[src/design/packet_resync_byte_buffer_macros.svh]
// ----------------------------------------------------------------------------
// Assertion macros for packet_resync_byte_buffer
// Shared immediate-implication and next-cycle-implication property forms.
// ----------------------------------------------------------------------------
`ifndef PACKET_RESYNC_BYTE_BUFFER_MACROS_SVH
`define PACKET_RESYNC_BYTE_BUFFER_MACROS_SVH

// Consequent must hold in the same cycle as the antecedent.
`define PRBB_ASSERT_IMP(name, clk, rst, ante, cons, msg) \
   name: assert property (@(posedge clk) disable iff (rst) (ante) |-> (cons)) \
      else $error(msg);

// Consequent must hold in the cycle after the antecedent.
`define PRBB_ASSERT_NXT(name, clk, rst, ante, cons, msg) \
   name: assert property (@(posedge clk) disable iff (rst) (ante) |=> (cons)) \
      else $error(msg);

`endif

[src/design/prbb_pkg.sv]
// ----------------------------------------------------------------------------
// prbb_pkg
// Types, codes and default sizes shared by the receive byte buffer modules.
// ----------------------------------------------------------------------------
package prbb_pkg;

   localparam int BUFFER_BYTES_DEFAULT    = 2048;
   localparam int MAX_START_CHARS_DEFAULT = 4;
   localparam int QUEUE_DEPTH             = 2;

   localparam int CSR_INDEX_WIDTH = 3;
   localparam int CSR_DATA_WIDTH  = 8;
   localparam int START_COUNT_WIDTH = 3;

   // register indexes
   localparam logic [CSR_INDEX_WIDTH-1:0] CSR_START_A     = 3'd0;
   localparam logic [CSR_INDEX_WIDTH-1:0] CSR_START_COUNT = 3'd4;

   // command codes
   localparam logic CMD_APPEND = 1'b0;
   localparam logic CMD_RESYNC = 1'b1;

   // status codes
   localparam logic [1:0] STATUS_OK       = 2'd0;
   localparam logic [1:0] STATUS_OVERFLOW = 2'd1;
   localparam logic [1:0] STATUS_NO_START = 2'd2;

   typedef enum logic [1:0] {
      OP_APPEND_FIRST,
      OP_APPEND_NEXT,
      OP_RESYNC
   } op_type;

   typedef struct packed {
      logic        cmd;
      logic [7:0]  data_byte;
      logic        chunk_first;
      logic [11:0] chunk_length;
      logic [31:0] rx_seconds;
      logic [19:0] rx_microseconds;
   } req_type;

   typedef struct packed {
      logic [1:0]  status;
      logic [11:0] fill_level;
      logic [7:0]  head_byte;
      logic [31:0] last_seconds;
      logic [19:0] last_microseconds;
   } rsp_type;

   typedef struct packed {
      op_type      op;
      logic [7:0]  data_byte;
      logic [11:0] chunk_length;
      logic [31:0] rx_seconds;
      logic [19:0] rx_microseconds;
   } job_type;

   typedef struct packed {
      logic full;
      logic empty;
   } queue_status_type;

endpackage

[src/design/prbb_queue.sv]
// ----------------------------------------------------------------------------
// prbb_queue
// Short job queue between the decode front and the buffer engine.
// ----------------------------------------------------------------------------
module prbb_queue (
   input  logic                       clock,
   input  logic                       reset,
   input  logic                       push,
   input  prbb_pkg::job_type          push_job,
   input  logic                       pop,
   output prbb_pkg::job_type          head_job,
   output prbb_pkg::queue_status_type status
);
   import prbb_pkg::*;

   localparam int PW = (QUEUE_DEPTH > 1) ? $clog2(QUEUE_DEPTH) : 1;
   localparam int CW = $clog2(QUEUE_DEPTH + 1);

   job_type         slots_ff [QUEUE_DEPTH];
   logic [PW-1:0]   wr_ptr_ff, wr_ptr_in;
   logic [PW-1:0]   rd_ptr_ff, rd_ptr_in;
   logic [CW-1:0]   count_ff, count_in;

   function automatic logic [PW-1:0] next_ptr(logic [PW-1:0] p);
      return (p == PW'(QUEUE_DEPTH - 1)) ? '0 : p + PW'(1);
   endfunction

   assign status.full  = (count_ff == CW'(QUEUE_DEPTH));
   assign status.empty = (count_ff == '0);
   assign head_job     = slots_ff[rd_ptr_ff];

   always_comb begin
      wr_ptr_in = push ? next_ptr(wr_ptr_ff) : wr_ptr_ff;
      rd_ptr_in = pop  ? next_ptr(rd_ptr_ff) : rd_ptr_ff;
      count_in  = count_ff;
      if (push && !pop) begin
         count_in = count_ff + CW'(1);
      end else if (pop && !push) begin
         count_in = count_ff - CW'(1);
      end
   end

   always_ff @(posedge clock) begin
      if (reset) begin
         wr_ptr_ff <= '0;
         rd_ptr_ff <= '0;
         count_ff  <= '0;
      end else begin
         wr_ptr_ff <= wr_ptr_in;
         rd_ptr_ff <= rd_ptr_in;
         count_ff  <= count_in;
      end
   end

   always_ff @(posedge clock) begin
      if (push) begin
         slots_ff[wr_ptr_ff] <= push_job;
      end
   end

endmodule

[config.mk]
export PLATFORM = sky130hd
export DESIGN_NAME = prbb_queue
export DESIGN_NICKNAME = d
export VERILOG_FILES = /design/src/design/packet_resync_byte_buffer_macros.svh /design/src/design/prbb_pkg.sv /design/src/design/prbb_queue.sv
export SDC_FILE = /design/constraint.sdc
export NUM_CORES = 1
export LEC_CHECK = 0
export BUFFER_PORTS_ARGS = -buffer_cell sky130_fd_sc_hd__buf_2
export CAP_MARGIN = 10
export CORE_UTILIZATION = 54
export CTS_BUF_LIST = sky130_fd_sc_hd__clkbuf_4 sky130_fd_sc_hd__clkbuf_8
export DETAILED_ROUTE_END_ITERATION = 7
export PLACE_DENSITY_LB_ADDON = 0.08
export REMOVE_ABC_BUFFERS = 1
export SYNTH_ARGS = -nofsm -noshare
export SYNTH_HDL_FRONTEND = slang
export SYNTH_SLANG_ARGS = --single-unit
[constraint.sdc]
create_clock -name clock -period 5.95 [get_ports clock]
set_input_delay 0.2975 -clock clock [delete_from_list [all_inputs] [get_ports clock]]
set_output_delay 0.2975 -clock clock [all_outputs]
set_load 0.1 [all_outputs]
* Word-level counts from Yosys, hierarchy flattened *
Memories as Yosys holds them, arrays and structs flattened. A register that Yosys moved wholly into a read port is not among the register bits.
Index checks and enable logic that the tools add are counted.

storage, ports and cells
  memories kept = 1
  ROM bits = 0
  memory bits (writable) = 148
  bits of input ports = 78
  register bits = 4
  output and inout port bits = 76
  latch bits = 0
  word-level logic and storage cells = 23

cells by class
  div/mod/pow operators = 0
  $lt $le $gt $ge = 0
  multiply operators = 0
  $add $sub $neg = 4
  muxes and demuxes = 8
  equality and inequality tests = 1
  shift-type cells = 0
  reductions and logical operators = 6
  bitwise gates (word level) = 0

memories
  name      depth  width  read ports  clocked after Yosys merged registers in  wr ports  RTL line          RTL
  slots_ff  2      74     1           1                                        1         prbb_queue.sv:19  job_type slots_ff [QUEUE_DEPTH];

operators with widths
  kind                 number
  $mux 1               6
  $mux 2               2
  $add 1x1->1 const B  2
  $add 2x1->2 const B  1
  $eq 2x2->1 const B   1
  $logic_and 1x1->1    2
  $logic_not 1->1      2
  $logic_not 2->1      1
  $reduce_bool 2->1    1
  $sub 2x1->2 const B  1

* Longest topological paths before layout *
  word-level depth = 4
  depth in mapped cells = 5
  depth with buffers taken out = 5

* Worst setup path after synthesis *
No wires, ideal clock.

  path type = reg2reg
  start point = register wr_ptr_ff
  end point = memory slots_ff[0][0] in the netlist's numbering (enable)
  data arrival time = 3.613 ns
  path buffers = 0
  required time = 5.434 ns
  period minus slack after synthesis = 4.128 ns
  stages on the path, launching flop included = 2
  setup slack = 1.822 ns
  setup time = 0.516 ns
  path through = dfxtp_1 nor2b_1

RTL lines
  what                    RTL line          RTL
  from (decl)             prbb_queue.sv:20  logic [PW-1:0] wr_ptr_ff, wr_ptr_in;
  from (signal assigned)  prbb_queue.sv:49  wr_ptr_ff <= wr_ptr_in;
  to (decl)               prbb_queue.sv:19

Straight into the memory's write port.

==> impl_results.md <==
- Clock tree root driver cell: clkbuf_8
- Post-Route Setup TNS: 0 ns
- Max Slew Vio Count: 0
- R2R depth: 1
- Initial Util: a little under three fifths
- DRC Markers: 0
- CTS tree: built
- CP max-delay cell: dfxtp_4
- Layout area overhead: 22.8%
- Netlist Area Pre-Place: between 5000 and 6000 µm²
- Layout cells sized above 1: about three fifths
- Pleak: around 2.6 nW
- Power density cells: ~390 nW/µm²
- Worst skew pair latency: roughly 0.43 ns
- Type of the worst setup path: reg -> out
- Number of synthesized flops with an enable pin: 148
- Sequential area share after synthesis: approximately 82%
- Via count: roughly 2,800
- Final Cycle Share: between 40% and 50%
- Post-CTS resize count: 0
- Die Y: ~100 µm
- Worst EP required: approximately 5.7 ns
- Worst-Margin Slew: ~1 ns
- CTS Buf Count: 17
- Routed vias/inst: roughly 5.0
- DP Cell Count: between 500 and 600
- Most numerous cell in the Yosys netlist: edfxtp_1
- Worst min path class: in -> reg
- Routability congestion estimate: approximately 0.69
- Die W: 104 µm
- Worst slack, placed: roughly 3.9 ns
- Core area: about 9900 µm²
- Via count of the first global-routing pass: 2,859
- Initial antenna violation count: 0
- Max-cap viol count: 0
- Final Hold Slack: between 0.04 and 0.05 ns
- Synth top cells by count: edfxtp_1, mux2_2, buf_6
- Crit path depth: 2
- First-pass GRT wire length: 14.2 mm
- Wire length per cell: about 16 µm
- RSZ-0062 raised after global routing: no
- Worst setup SP type: register
- Maximum root-to-sink buffer count: 2
- Die area: roughly 11,000 µm²
- Iter 0 DRT Violations: approximately 110
- Ys async rst share: 0%
- Crit-path max cell delay: 1.00 ns
- Worst Path Arrival: approximately 2.2 ns
- Yosys warning count: 0
- Final min period: between 2 and 3 ns
- Top delay family on crit path: flip-flops
- Final worst slack: roughly 3.4 ns
- Clock sink count: about 150
- PortBufs: ~150
- Fmax: 0.396 GHz
- Synth unique cells: 17
- Post-CTS Setup Bufs: 0
- Worst Skew: between 0.008 and 0.009 ns
- Top FF cell, synth: edfxtp_1
- Global route total overflow: 0
- Slew HR: approximately a third
- DRT Pass-1 Iters: 4
- Final net count: between 400 and 500
- CP endpoint kind: output port
- Endpoints failing setup: 0
- Cell area after placement: 6440 µm²
- Hold depth: 1
- CTS Hold Buffers Added: 0
- Pin count of the biggest net entering global routing: 75
- Non-filler cells, final: about 560
- Post-synth top area share: around 80%
- Row count: 36
- Final hold vios: 0
- Ant. Diodes: 0
- Peak supply drop: approximately 0.19 mV
- Post-route total power: 2.69 mW
- Yosys reg bits: around 150
- Fin util: approximately 69%
- Final HPWL DP: 5.50 mm
- Number of routed nets with antenna violations: 0
- Most area-consuming cells after synthesis: edfxtp_1, mux2_2, dfxtp_1, buf_6, nor2_1
- Highest net fanout along the worst path: 74
- Crit path buffers/inverters: 1
- Crit path cell chain: mux2_2 -> buf_2
- I/O pin count: about 150
- Final instance area: between 6000 and 7000 µm²
- Post-synthesis cell count: between 200 and 300
- Final WL: between 9 and 10 mm
- Result of the run: complete, no violations
- Largest area contributor in the netlist: edfxtp_1
- GR Util All Layers: roughly 18%
- Post-Syn Area per Cell: approximately 22 µm²
- Clock-pin slew on the worst setup and hold paths: 0.08 ns
- H-tree depth reported by CTS: 4
==> routing by layer <==
layer,part of all wire (%),global-route usage (%)
met5,0,0
met4,1.5,8.39
met3,6.8,6.23
met2,51,29.1
met1,41,21.1
==> flip-flops by register name, summed over array words and instances (netlist names), named ones only <==
register,count
slots_ff,148
count_ff,2
rd_ptr_ff,1
wr_ptr_ff,1
==> power breakdown <==
part / switching (mW) / internal [mW]
Clock: 0.360 / 0.413
Combinational: 0.511 / 0.117
Sequential: 0.0344 / 1.26
Total: 0.905 / 1.79
==> logic make-up (layout without fill, tap and decap cells) <==
kind of cell,after synthesis,after routing,synth area share [%]
adder cells (fa/ha/maj),1,1,0.225
multiplexers,74,74,15.0
flip-flops,153,153,81.7
XOR/XNOR,4,4,0.630
buffers and inverters,9,187,1.51
AO/OA/AOI/OAI,2,2,0.180
AND/OR/NAND/NOR,9,9,0.832
==> path summary, 6_finish.rpt <==
path | start | endpoint | slack, ns
worst max-delay path | register | head_job[37] | 3.43
worst min-delay path | push_job[16] | slots_ff[1][16] | 0.05
worst max register to register | wr_ptr_ff | slots_ff[1][47] | 4.28
worst min register to register | count_ff[1] | count_ff[1] | 0.52
==> final cells by class <==
cell class / instances / area (µm²)
Multi-Input combinational cell: 90 / 947
Fill cell: 687 / 3030
Clock buffer: 18 / 241
Tap cell: 133 / 166
Timing Repair Buffer: 154 / 773
Inverter: 1 / 3.75
Clock inverter: 14 / 156
Sequential cell: 153 / 4550
==> cells in the final DEF (no fill, tap or decap), drive strengths merged <==
| cell type | instances |
|---|---|
| and2b | 1 |
| inv | 1 |
| clkbuf | 18 |
| nor2 | 5 |
| xnor2 | 2 |
| ha | 1 |
| mux2 | 74 |
| clkinvlp | 3 |
| clkinv | 8 |
| buf | 154 |
| edfxtp | 148 |
| dfxtp | 5 |
| bufinv | 3 |
| nor2b | 1 |
| or3 | 1 |
| o21ai | 1 |
| a21oi | 1 |
| and2 | 1 |
| xor2 | 2 |
No activity file was read; power rests on OpenSTA's default activity.
