`src/design/packet_resync_byte_buffer_macros.svh`:
```
// ----------------------------------------------------------------------------
// Assertion macros for packet_resync_byte_buffer
// Shared immediate-implication and next-cycle-implication property forms.
// ----------------------------------------------------------------------------
`ifndef PACKET_RESYNC_BYTE_BUFFER_MACROS_SVH
`define PACKET_RESYNC_BYTE_BUFFER_MACROS_SVH

// Consequent must hold in the same cycle as the antecedent.
`define PRBB_ASSERT_IMP(name, clk, rst, ante, cons, msg) \
   name: assert property (@(posedge clk) disable iff (rst) (ante) |-> (cons)) \
      else $error(msg);

// Consequent must hold in the cycle after the antecedent.
`define PRBB_ASSERT_NXT(name, clk, rst, ante, cons, msg) \
   name: assert property (@(posedge clk) disable iff (rst) (ante) |=> (cons)) \
      else $error(msg);

`endif

```
`src/design/prbb_pkg.sv`:
```
// ----------------------------------------------------------------------------
// prbb_pkg
// Types, codes and default sizes shared by the receive byte buffer modules.
// ----------------------------------------------------------------------------
package prbb_pkg;

   localparam int BUFFER_BYTES_DEFAULT    = 2048;
   localparam int MAX_START_CHARS_DEFAULT = 4;
   localparam int QUEUE_DEPTH             = 2;

   localparam int CSR_INDEX_WIDTH = 3;
   localparam int CSR_DATA_WIDTH  = 8;
   localparam int START_COUNT_WIDTH = 3;

   // register indexes
   localparam logic [CSR_INDEX_WIDTH-1:0] CSR_START_A     = 3'd0;
   localparam logic [CSR_INDEX_WIDTH-1:0] CSR_START_COUNT = 3'd4;

   // command codes
   localparam logic CMD_APPEND = 1'b0;
   localparam logic CMD_RESYNC = 1'b1;

   // status codes
   localparam logic [1:0] STATUS_OK       = 2'd0;
   localparam logic [1:0] STATUS_OVERFLOW = 2'd1;
   localparam logic [1:0] STATUS_NO_START = 2'd2;

   typedef enum logic [1:0] {
      OP_APPEND_FIRST,
      OP_APPEND_NEXT,
      OP_RESYNC
   } op_type;

   typedef struct packed {
      logic        cmd;
      logic [7:0]  data_byte;
      logic        chunk_first;
      logic [11:0] chunk_length;
      logic [31:0] rx_seconds;
      logic [19:0] rx_microseconds;
   } req_type;

   typedef struct packed {
      logic [1:0]  status;
      logic [11:0] fill_level;
      logic [7:0]  head_byte;
      logic [31:0] last_seconds;
      logic [19:0] last_microseconds;
   } rsp_type;

   typedef struct packed {
      op_type      op;
      logic [7:0]  data_byte;
      logic [11:0] chunk_length;
      logic [31:0] rx_seconds;
      logic [19:0] rx_microseconds;
   } job_type;

   typedef struct packed {
      logic full;
      logic empty;
   } queue_status_type;

endpackage

```
`src/design/prbb_front.sv`:
```
// ----------------------------------------------------------------------------
// prbb_front
// Takes command beats, decodes them into jobs and hands them to the queue.
// ----------------------------------------------------------------------------
module prbb_front (
   input  logic                       clock,
   input  logic                       reset,
   input  logic                       start,
   input  prbb_pkg::req_type          req_data,
   input  prbb_pkg::queue_status_type q_status,
   output logic                       busy,
   output logic                       q_push,
   output prbb_pkg::job_type          q_job
);
   import prbb_pkg::*;

   logic    hold_ff, hold_in;
   job_type job_ff, job_in;
   logic    accept;

   assign busy   = reset || (hold_ff && q_status.full);
   assign accept = start && !busy;
   assign q_push = hold_ff && !q_status.full;
   assign q_job  = job_ff;

   always_comb begin
      hold_in = accept || (hold_ff && !q_push);
      job_in  = job_ff;
      if (accept) begin
         job_in.data_byte       = req_data.data_byte;
         job_in.chunk_length    = req_data.chunk_length;
         job_in.rx_seconds      = req_data.rx_seconds;
         job_in.rx_microseconds = req_data.rx_microseconds;
         if (req_data.cmd == CMD_RESYNC) begin
            job_in.op = OP_RESYNC;
         end else if (req_data.chunk_first) begin
            job_in.op = OP_APPEND_FIRST;
         end else begin
            job_in.op = OP_APPEND_NEXT;
         end
      end
   end

   always_ff @(posedge clock) begin
      if (reset) begin
         hold_ff <= 1'b0;
      end else begin
         hold_ff <= hold_in;
      end
   end

   always_ff @(posedge clock) begin
      job_ff <= job_in;
   end

endmodule

```
`config.mk`:
```
export PLATFORM = sky130hd
export DESIGN_NAME = prbb_front
export DESIGN_NICKNAME = d
export VERILOG_FILES = /design/src/design/packet_resync_byte_buffer_macros.svh /design/src/design/prbb_pkg.sv /design/src/design/prbb_front.sv
export SDC_FILE = /design/constraint.sdc
export NUM_CORES = 1
export LEC_CHECK = 0
export BUFFER_PORTS_ARGS = -buffer_cell sky130_fd_sc_hd__buf_2
export CAP_MARGIN = 40
export CORE_MARGIN = 4
export CORE_UTILIZATION = 38
export CTS_BUF_LIST = sky130_fd_sc_hd__clkbuf_8
export DETAILED_ROUTE_END_ITERATION = 16
export PLACE_DENSITY = 0.82
export SYNTH_ARGS = -nofsm -noshare
export SYNTH_HDL_FRONTEND = slang
export SYNTH_SLANG_ARGS = --single-unit
```
`constraint.sdc`:
```
create_clock -name clock -period 2.6 [get_ports clock]
set_input_delay 0.13 -clock clock [delete_from_list [all_inputs] [get_ports clock]]
set_output_delay 0.13 -clock clock [all_outputs]
set_load 0.005 [all_outputs]
```
# After elaboration in Yosys (flattened, before gate mapping)
# Cells that the tools add are included.
[totals] out_inout_bits=76 regBits=75 word_cells=16
[op_classes] muxes=1 n_reduce_logical=9
[ops] operator="logical AND 1 bit" n=4
[ops] operator="logical NOT 1 bit" n=3
[ops] operator="logical OR 1 bit" n=2
[ops] operator="two-way mux 1 bit" n=1

# Longest topological paths before layout
# Gate-level depths: netlist of run 1.
[depth] word_depth=5 depth_mapped=2 ltp_nobuf=2

# Least setup slack after synthesis of run 1
# Ideal clock, no wire load.
[synth_path] path_kind="register to register" start="reg hold_ff" end="reg job_ff, in the netlist q_job[0], enable pin" setup_ns=0.447 stages_incl_launch_ff=3 slack_ns=-0.231 arrival_ns=2.383 n_path_buf=0 t_required_ns=2.153 path_cell_list="dfxtp_1 a21o_1 nor2_2"
[synth_between] elab_chain_len=4
[synth_lines] element="start: declaration" line="prbb_front.sv:17" rtl="logic hold_ff, hold_in;"
[synth_lines] element="start signal: assignment" line="prbb_front.sv:48" rtl="hold_ff <= hold_in;"
[synth_lines] element="logical AND 1 bit" line="prbb_front.sv:21" rtl="assign busy = reset || (hold_ff && q_status.full);"
[synth_lines] element="logical OR 1 bit" line="prbb_front.sv:21"
[synth_lines] element="via busy" line="prbb_front.sv:11" rtl="output logic busy,"
[synth_lines] element="logical NOT 1 bit" line="prbb_front.sv:22" rtl="assign accept = start && !busy;"
[synth_lines] element="logical AND 1 bit" line="prbb_front.sv:22"
[synth_lines] element="via accept" line="prbb_front.sv:19" rtl="logic accept;"
[synth_lines] element="end signal: assignment" line="prbb_front.sv:53" rtl="job_ff <= job_in;"
[synth_lines] element="end: declaration" line="prbb_front.sv:18" rtl="job_type job_ff, job_in;"
# The timed path passes the listed nets, and every way through them passes these cells.
# A chain may end at the register's enable or synchronous reset.

# Worst setup path after layout of run 1
[layout_path] start="in reset" end="reg job_ff, in the netlist q_job[32], enable pin"
[layout_between] elab_chain_len=3
[layout_lines] element="start: declaration" line="prbb_front.sv:7" rtl="input logic reset,"
[layout_lines] element="logical OR 1 bit" line="prbb_front.sv:21"
[layout_lines] element="logical NOT 1 bit" line="prbb_front.sv:22"
[layout_lines] element="logical AND 1 bit" line="prbb_front.sv:22"
[layout_lines] element="via accept" line="prbb_front.sv:19"
# The timed path passes the listed nets, and every way through them passes these cells.

==> results.md, run 1 <==
- Worst-Skew Late Latency: 0.34 ns
- Critical Path End Type: flop
- Sink Count: 75
- Layout area overhead: 80.4%
- Ratio of cells with drive above 1 in the final layout: 0.526
- Area of the multi-input gates: ~40 um^2
- Syn avg cell area: 27.8 um^2
- Worst-Margin Slew: 0.629 ns
- Gate count of the mapped netlist: 82
- Total Routing Usage GR: 0.199
- RSZ-0062 raised after global routing: false
- Compound-cell area share of the yosys netlist: 0.00549
- Total power: 0.00261 W
- Reg clk slew, reported paths: 0.07 ns
- Die area: 7310 um^2
- DR vias/cell: 4.32
- Flop-to-flop setup slack: 1.09 ns
- Clock buffer depth: 2
- Num rows: 27
- Maximum VDD drop: 0.378 mV
- H-tree depth: 3
- Max-slew violations: 0
- # IOs: roughly 160
- Min cycle time layout: 1.66 ns
- Design area: 4120 um^2
- Most common cell after layout, fill and taps aside: buf_2
- Cell variety after synth: 8
- Antenna diodes: 0
- CTS Hold Buffers Added: 74
- Leak: 1.76 nW
- Portion of netlist area occupied by mux cells: 0
- Core Box Area: 5680 um^2
- Total number of yosys warnings: 0
- Skew final: 0.00932 ns
- CTS resizes: 0
- Crit path cell chain: dlygate4sd3_1, buf_2, a21o_1, nor2_4, buf_4
- Final Util: 0.725
- Power Density: 633 nW/um^2
- WL/cell: 17.8 um
- GPL Wtd Cong: roughly 0.73
- DRT Wirelength: 7100 um
- CTS tree: yes
- Startpoint Class: input port
- Yosys reg bits: 75
- Max FO, Critical Path: 52
- Die Width: about 85 um
- Global-route wire length before repair: 10600 um
- Adder-Cell Fraction of Synth Area: 0
- TNS Setup: 0 ns
- Antenna viol nets, final: 0
- Register Area: approximately 2200 um^2
- Die height: 85.5 um
- WS Path Type: input port to flop
- Max-cap violation count: 0
- Syn nets: 161
- Post-synthesis simple-gate area fraction: 0.00987
- Final Cycle Share: 0.640
- Max-slew headroom: 0.580
- Critical path arrival: 1.63 ns
- Routed vias: 1723
- Synth Area in XOR/XNOR: 0
- Total iterations of the first detailed-routing run: 4
- DR iter-0 viols: 58
- IO buf count: 153
- TritonCTS buffer count: 9
- Final Hold Viols: 0
- Largest net degree at the start of global routing: 53
- Initial antenna violation count: 0
- Worst hold slack: around 0.035 ns
- Total setup buffers inserted after CTS: 0
- Most frequent cells in the layout: buf_2 (153), dlygate4sd3_1 (74), edfxtp_1 (74)
- Post-Syn Area: 2280 um^2
- Root Buffer: clkbuf_8
- Initial Util: 0.402
- Worst hold path class: input port to flop
- Slowest cell on crit path: dlygate4sd3_1
- CP required: approximately 2.6 ns
- Gr ovfl total: 0
- Largest family of logic cells by synthesized area: simple AND/OR/NAND/NOR gates
- Max stage delay on crit path: 0.56 ns
- DPL Wire Length: 4410 um
- Vias in the first global route: 1915
- Nets: ~400
- Max Clock Freq: 601 MHz
- DP Area: 3160 um^2
- Residual DRC count: 0
- Layout fillers: 358
- Sequential-to-total area share from yosys stat: 0.983
- Final Setup Violations: 0
- Status: finished clean
-- worst max-delay path: cells and delay by family --
family / cells / cell delay [ns]
and+or+nand+nor: 1 / 0.09
AOI/OAI and AO/OA: 1 / 0.18
buffers and inverters: 3 / 1.21
-- sequential cells by signal (all words and copies together) (netlist names) --
register  cells
q_job        74
hold_ff       1
-- cells in the mapped netlist --
cell / number / area [um^2]
a21o_1: 1 / 7.51
a21oi_1: 1 / 5.00
and2b_2: 1 / 8.76
dfxtp_1: 1 / 20.0
edfxtp_1: 74 / 2220
inv_1: 1 / 3.75
nor2_1: 2 / 7.51
nor2_2: 1 / 6.26
-- area by class of cell --
| cell class | count | share of cell area |
|---|---|---|
| tap | 72 | 0.0219 |
| timing repair buffer | 229 | 0.370 |
| clock inverter | 7 | 0.0228 |
| inverter | 1 | 0.000912 |
| clock buffer | 9 | 0.0301 |
| sequential | 75 | 0.545 |
| multi-input combinational | 6 | 0.00973 |
-- per-stage QoR --
step,setup slack (ns),std cells
3_3_place_gp,1.13,309
4_1_cts,0.984,399
2_1_floorplan,0.595,82
6_report,0.937,399
3_5_place_dp,1.10,309
5_1_grt,0.900,399
-- report_power, final --
| part | leakage [nW] | internal, W | switching, W |
|---|---|---|---|
| registers | 0.699 | 0.00139 | 0.0000144 |
| logic | 0.948 | 0.000147 | 0.0000911 |
| clock network | 0.111 | 0.000539 | 0.000425 |
| total | 1.76 | 0.00207 | 0.000531 |
-- final timing paths --
path / startpoint / endpoint / cells after the start
max: reset / q_job[32] / 5
min: start / hold_ff / 3
max reg2reg: hold_ff / q_job[32] / 3
min reg2reg: hold_ff / hold_ff / 2
-- cell families after synthesis --
logic type,Yosys count
AO/OA/AOI/OAI,2
buffers and inverters,1
flip-flops,75
AND/OR/NAND/NOR,4
-- layer usage --
layer / track usage / up-vias / routed length, um
li1: - / 807 / -
met1: 0.208 / 803 / 2510
met2: 0.368 / 98 / 3780
met3: 0.0553 / 15 / 631
met4: 0.0892 / 0 / 178
met5: 0 / - / 0
Power figures use the tool's default switching activity.
==> run 2, diff against run 1 <==
--- a/config.mk
+++ b/config.mk
@@ -8,10 +8,10 @@
 export BUFFER_PORTS_ARGS = -buffer_cell sky130_fd_sc_hd__buf_2
 export CAP_MARGIN = 40
 export CORE_MARGIN = 4
-export CORE_UTILIZATION = 38
+export CORE_UTILIZATION = 42
 export CTS_BUF_LIST = sky130_fd_sc_hd__clkbuf_8
 export DETAILED_ROUTE_END_ITERATION = 16
-export PLACE_DENSITY = 0.82
+export PLACE_DENSITY = 0.86
 export SYNTH_ARGS = -nofsm -noshare
 export SYNTH_HDL_FRONTEND = slang
 export SYNTH_SLANG_ARGS = --single-unit
==> constraint.sdc (replaced) <==
create_clock -name clock -period 1.7 [get_ports clock]
set_input_delay 0.085 -clock clock [delete_from_list [all_inputs] [get_ports clock]]
set_output_delay 0.085 -clock clock [all_outputs]
set_load 0.005 [all_outputs]
==> run 2 against run 1 <==
Clock power up 54%. First-iteration DRC count rose to 2.6 times the previous value. Clock skew down 0.0023 ns. Combinational power up 62%. Critical path depth unchanged. Via count up 8.0%. Non-clock buffer count up 1. Clock-buffer cell count unchanged. Utilization up 7.5 points. Die area down 8.6%. Largest power group unchanged. Sequential share of layout area down 0.33 points.
==> results.md, run 2 (synthesis results as in run 1) <==
- Skew final: 0.00704 ns (-0.00228 ns)
- IO buf count: 153 (unchanged)
- Die area: 6670 um^2 (-8.6%)
- Worst-Skew Late Latency: 0.34 ns (about the same)
- Most common cell after layout, fill and taps aside: buf_2
- Critical Path End Type: flop
- WS Path Type: input port to flop
- Max-slew violations: 0 (unchanged)
- Die Width: 81.7 um (-4.4%)
- Core Box Area: 5170 um^2 (-8.9%)
- Residual DRC count: 0 (unchanged)
- Flop-to-flop setup slack: 0.32 ns (-0.77 ns)
- Max stage delay on crit path: 0.53 ns (-0.03 ns)
- GPL Wtd Cong: 0.761 (+4.2%)
- Final Hold Viols: 0 (unchanged)
- Min cycle time layout: approximately 1.4 ns
- Max FO, Critical Path: 32 (-38%)
- H-tree depth: 3 (unchanged)
- Total Routing Usage GR: 0.237 (+0.0373)
- Worst hold path class: input port to flop
- Startpoint Class: input port
- CTS resizes: 0 (unchanged)
- Max Clock Freq: 692 MHz
- Worst-Margin Slew: 0.401 ns (-0.228 ns)
- DR vias/cell: 4.65 (+7.7%)
- Initial antenna violation count: 1 (+1)
- Gr ovfl total: 0 (unchanged)
- Final Util: 0.800 (+0.0753)
- DRT Wirelength: 8110 um (+14%)
- Ratio of cells with drive above 1 in the final layout: 0.524 (-0.00160)
- Power Density: 970 nW/um^2 (+53%)
- Final Cycle Share: 0.850
- Leak: 1.77 nW (+0.51%)
- Initial Util: 0.441 (+0.0391)
- Status: finished clean
- Vias in the first global route: 1834 (-4.2%)
- Routed vias: 1861 (+8.0%)
- Global-route wire length before repair: 10500 um (-0.39%)
- Root Buffer: clkbuf_8
- CP required: 1.70 ns (-0.87 ns)
- Die height: 81.7 um (-4.4%)
- Antenna viol nets, final: 0 (unchanged)
- Sink Count: 75 (unchanged)
- Most frequent cells in the layout: buf_2 (153), dlygate4sd3_1 (75), edfxtp_1 (74)
- Clock buffer depth: 2 (unchanged)
- Num rows: 26 (-3.7%)
- Total iterations of the first detailed-routing run: 4 (unchanged)
- Max-slew headroom: 0.732 (+0.152)
- Slowest cell on crit path: dlygate4sd3_1
- Final Setup Violations: 0 (unchanged)
- Layout area overhead: 81.5%
- TritonCTS buffer count: 9 (unchanged)
- # IOs: 155 (unchanged)
- CTS tree: yes
- Nets: 402 (+0.25%)
- Final Instance Count excl. Fillers: 400 (+0.25%)
- Reg clk slew, reported paths: 0.08 ns (about the same)
- WL/cell: 20.3 um (+14%)
- DR iter-0 viols: 150 (+160%)
- Max reg flops: 74 (unchanged)
- Total setup buffers inserted after CTS: 0 (unchanged)
- Largest net degree at the start of global routing: 43 (-19%)
- RSZ-0062 raised after global routing: false
- Critical path arrival: 1.44 ns (-0.19 ns)
- Max-cap violation count: 0 (unchanged)
- Crit path cell chain: dlygate4sd3_1, buf_2, a21o_1, nor2_4, buf_4
- Dpl cells: 307 (-0.65%)
- Maximum VDD drop: 0.610 mV (+62%)
run 2: cell count changes in the layout (fill, tap and decap cells not counted):
cell / delta
diode_2: +2
buf_12: +1
buf_4: -1
dlygate4sd3_1: +1
run 2: layout make-up:
type / count / area (um^2)
clock buffer: 9 / 124
multi-input combinational: 6 / 40.0
clock inverter: 7 / 93.8
tap: 70 / 87.6
antenna: 2 / 5.00
inverter: 1 / 3.75
sequential: 75 / 2240
timing repair buffer: 230 / 1540
fill: 238 / 1030
run 2: routing by layer:
| layer | up-vias | track usage | wire length [um] |
|---|---|---|---|
| li1 | 811 | - | - |
| met1 | 906 | 0.249 | 2830 |
| met2 | 121 | 0.418 | 4300 |
| met3 | 23 | 0.0636 | 711 |
| met4 | 0 | 0.150 | 263 |
| met5 | - | 0 | 0 |
run 2: worst paths after layout:
path                     to    startpoint  cells after the start
setup / recovery  q_job[38]         reset                      5
hold / removal    q_job[72]  req_data[64]                      2
setup reg to reg  q_job[38]       hold_ff                      3
hold reg to reg   q_job[66]       hold_ff                      3
run 2: per-stage QoR:
step | total power [W] | instance area, um^2 | setup WS [ns] | hold WS (ns) | TNS (ns)
floorplan | 0.00223 | 2290 | -0.305 | 0.157 | -22.58
global placement | 0.00240 | 3170 | 0.387 | 0.261 | 0
detailed placement | 0.00241 | 3170 | 0.361 | 0.262 | 0
CTS | 0.00396 | 4140 | 0.275 | 0.00698 | 0
global route | 0.00416 | 4140 | 0.226 | 0.00112 | 0
finish | 0.00401 | 4140 | 0.255 | 0.0210 | 0
run 2: report_power, final:
group | internal, W | total [W] | switching [W]
logic | 0.000231 | 0.000385 | 0.000154
registers | 0.00212 | 0.00215 | 0.0000231
clock network | 0.000823 | 0.00148 | 0.000659
total | 0.00318 | 0.00401 | 0.000836
run 2: what timing repair did:
action / CTS / global route
hold buffers: 75 / 0
setup endpoints to repair: 0 / 0
endpoints found under the hold margin: 74 / 0
run 2: critical path: cells and delay by family:
family / cells / cell delay [ns]
buffers and inverters: 3 / 1.04
and+or+nand+nor: 1 / 0.12
AOI/OAI and AO/OA: 1 / 0.18
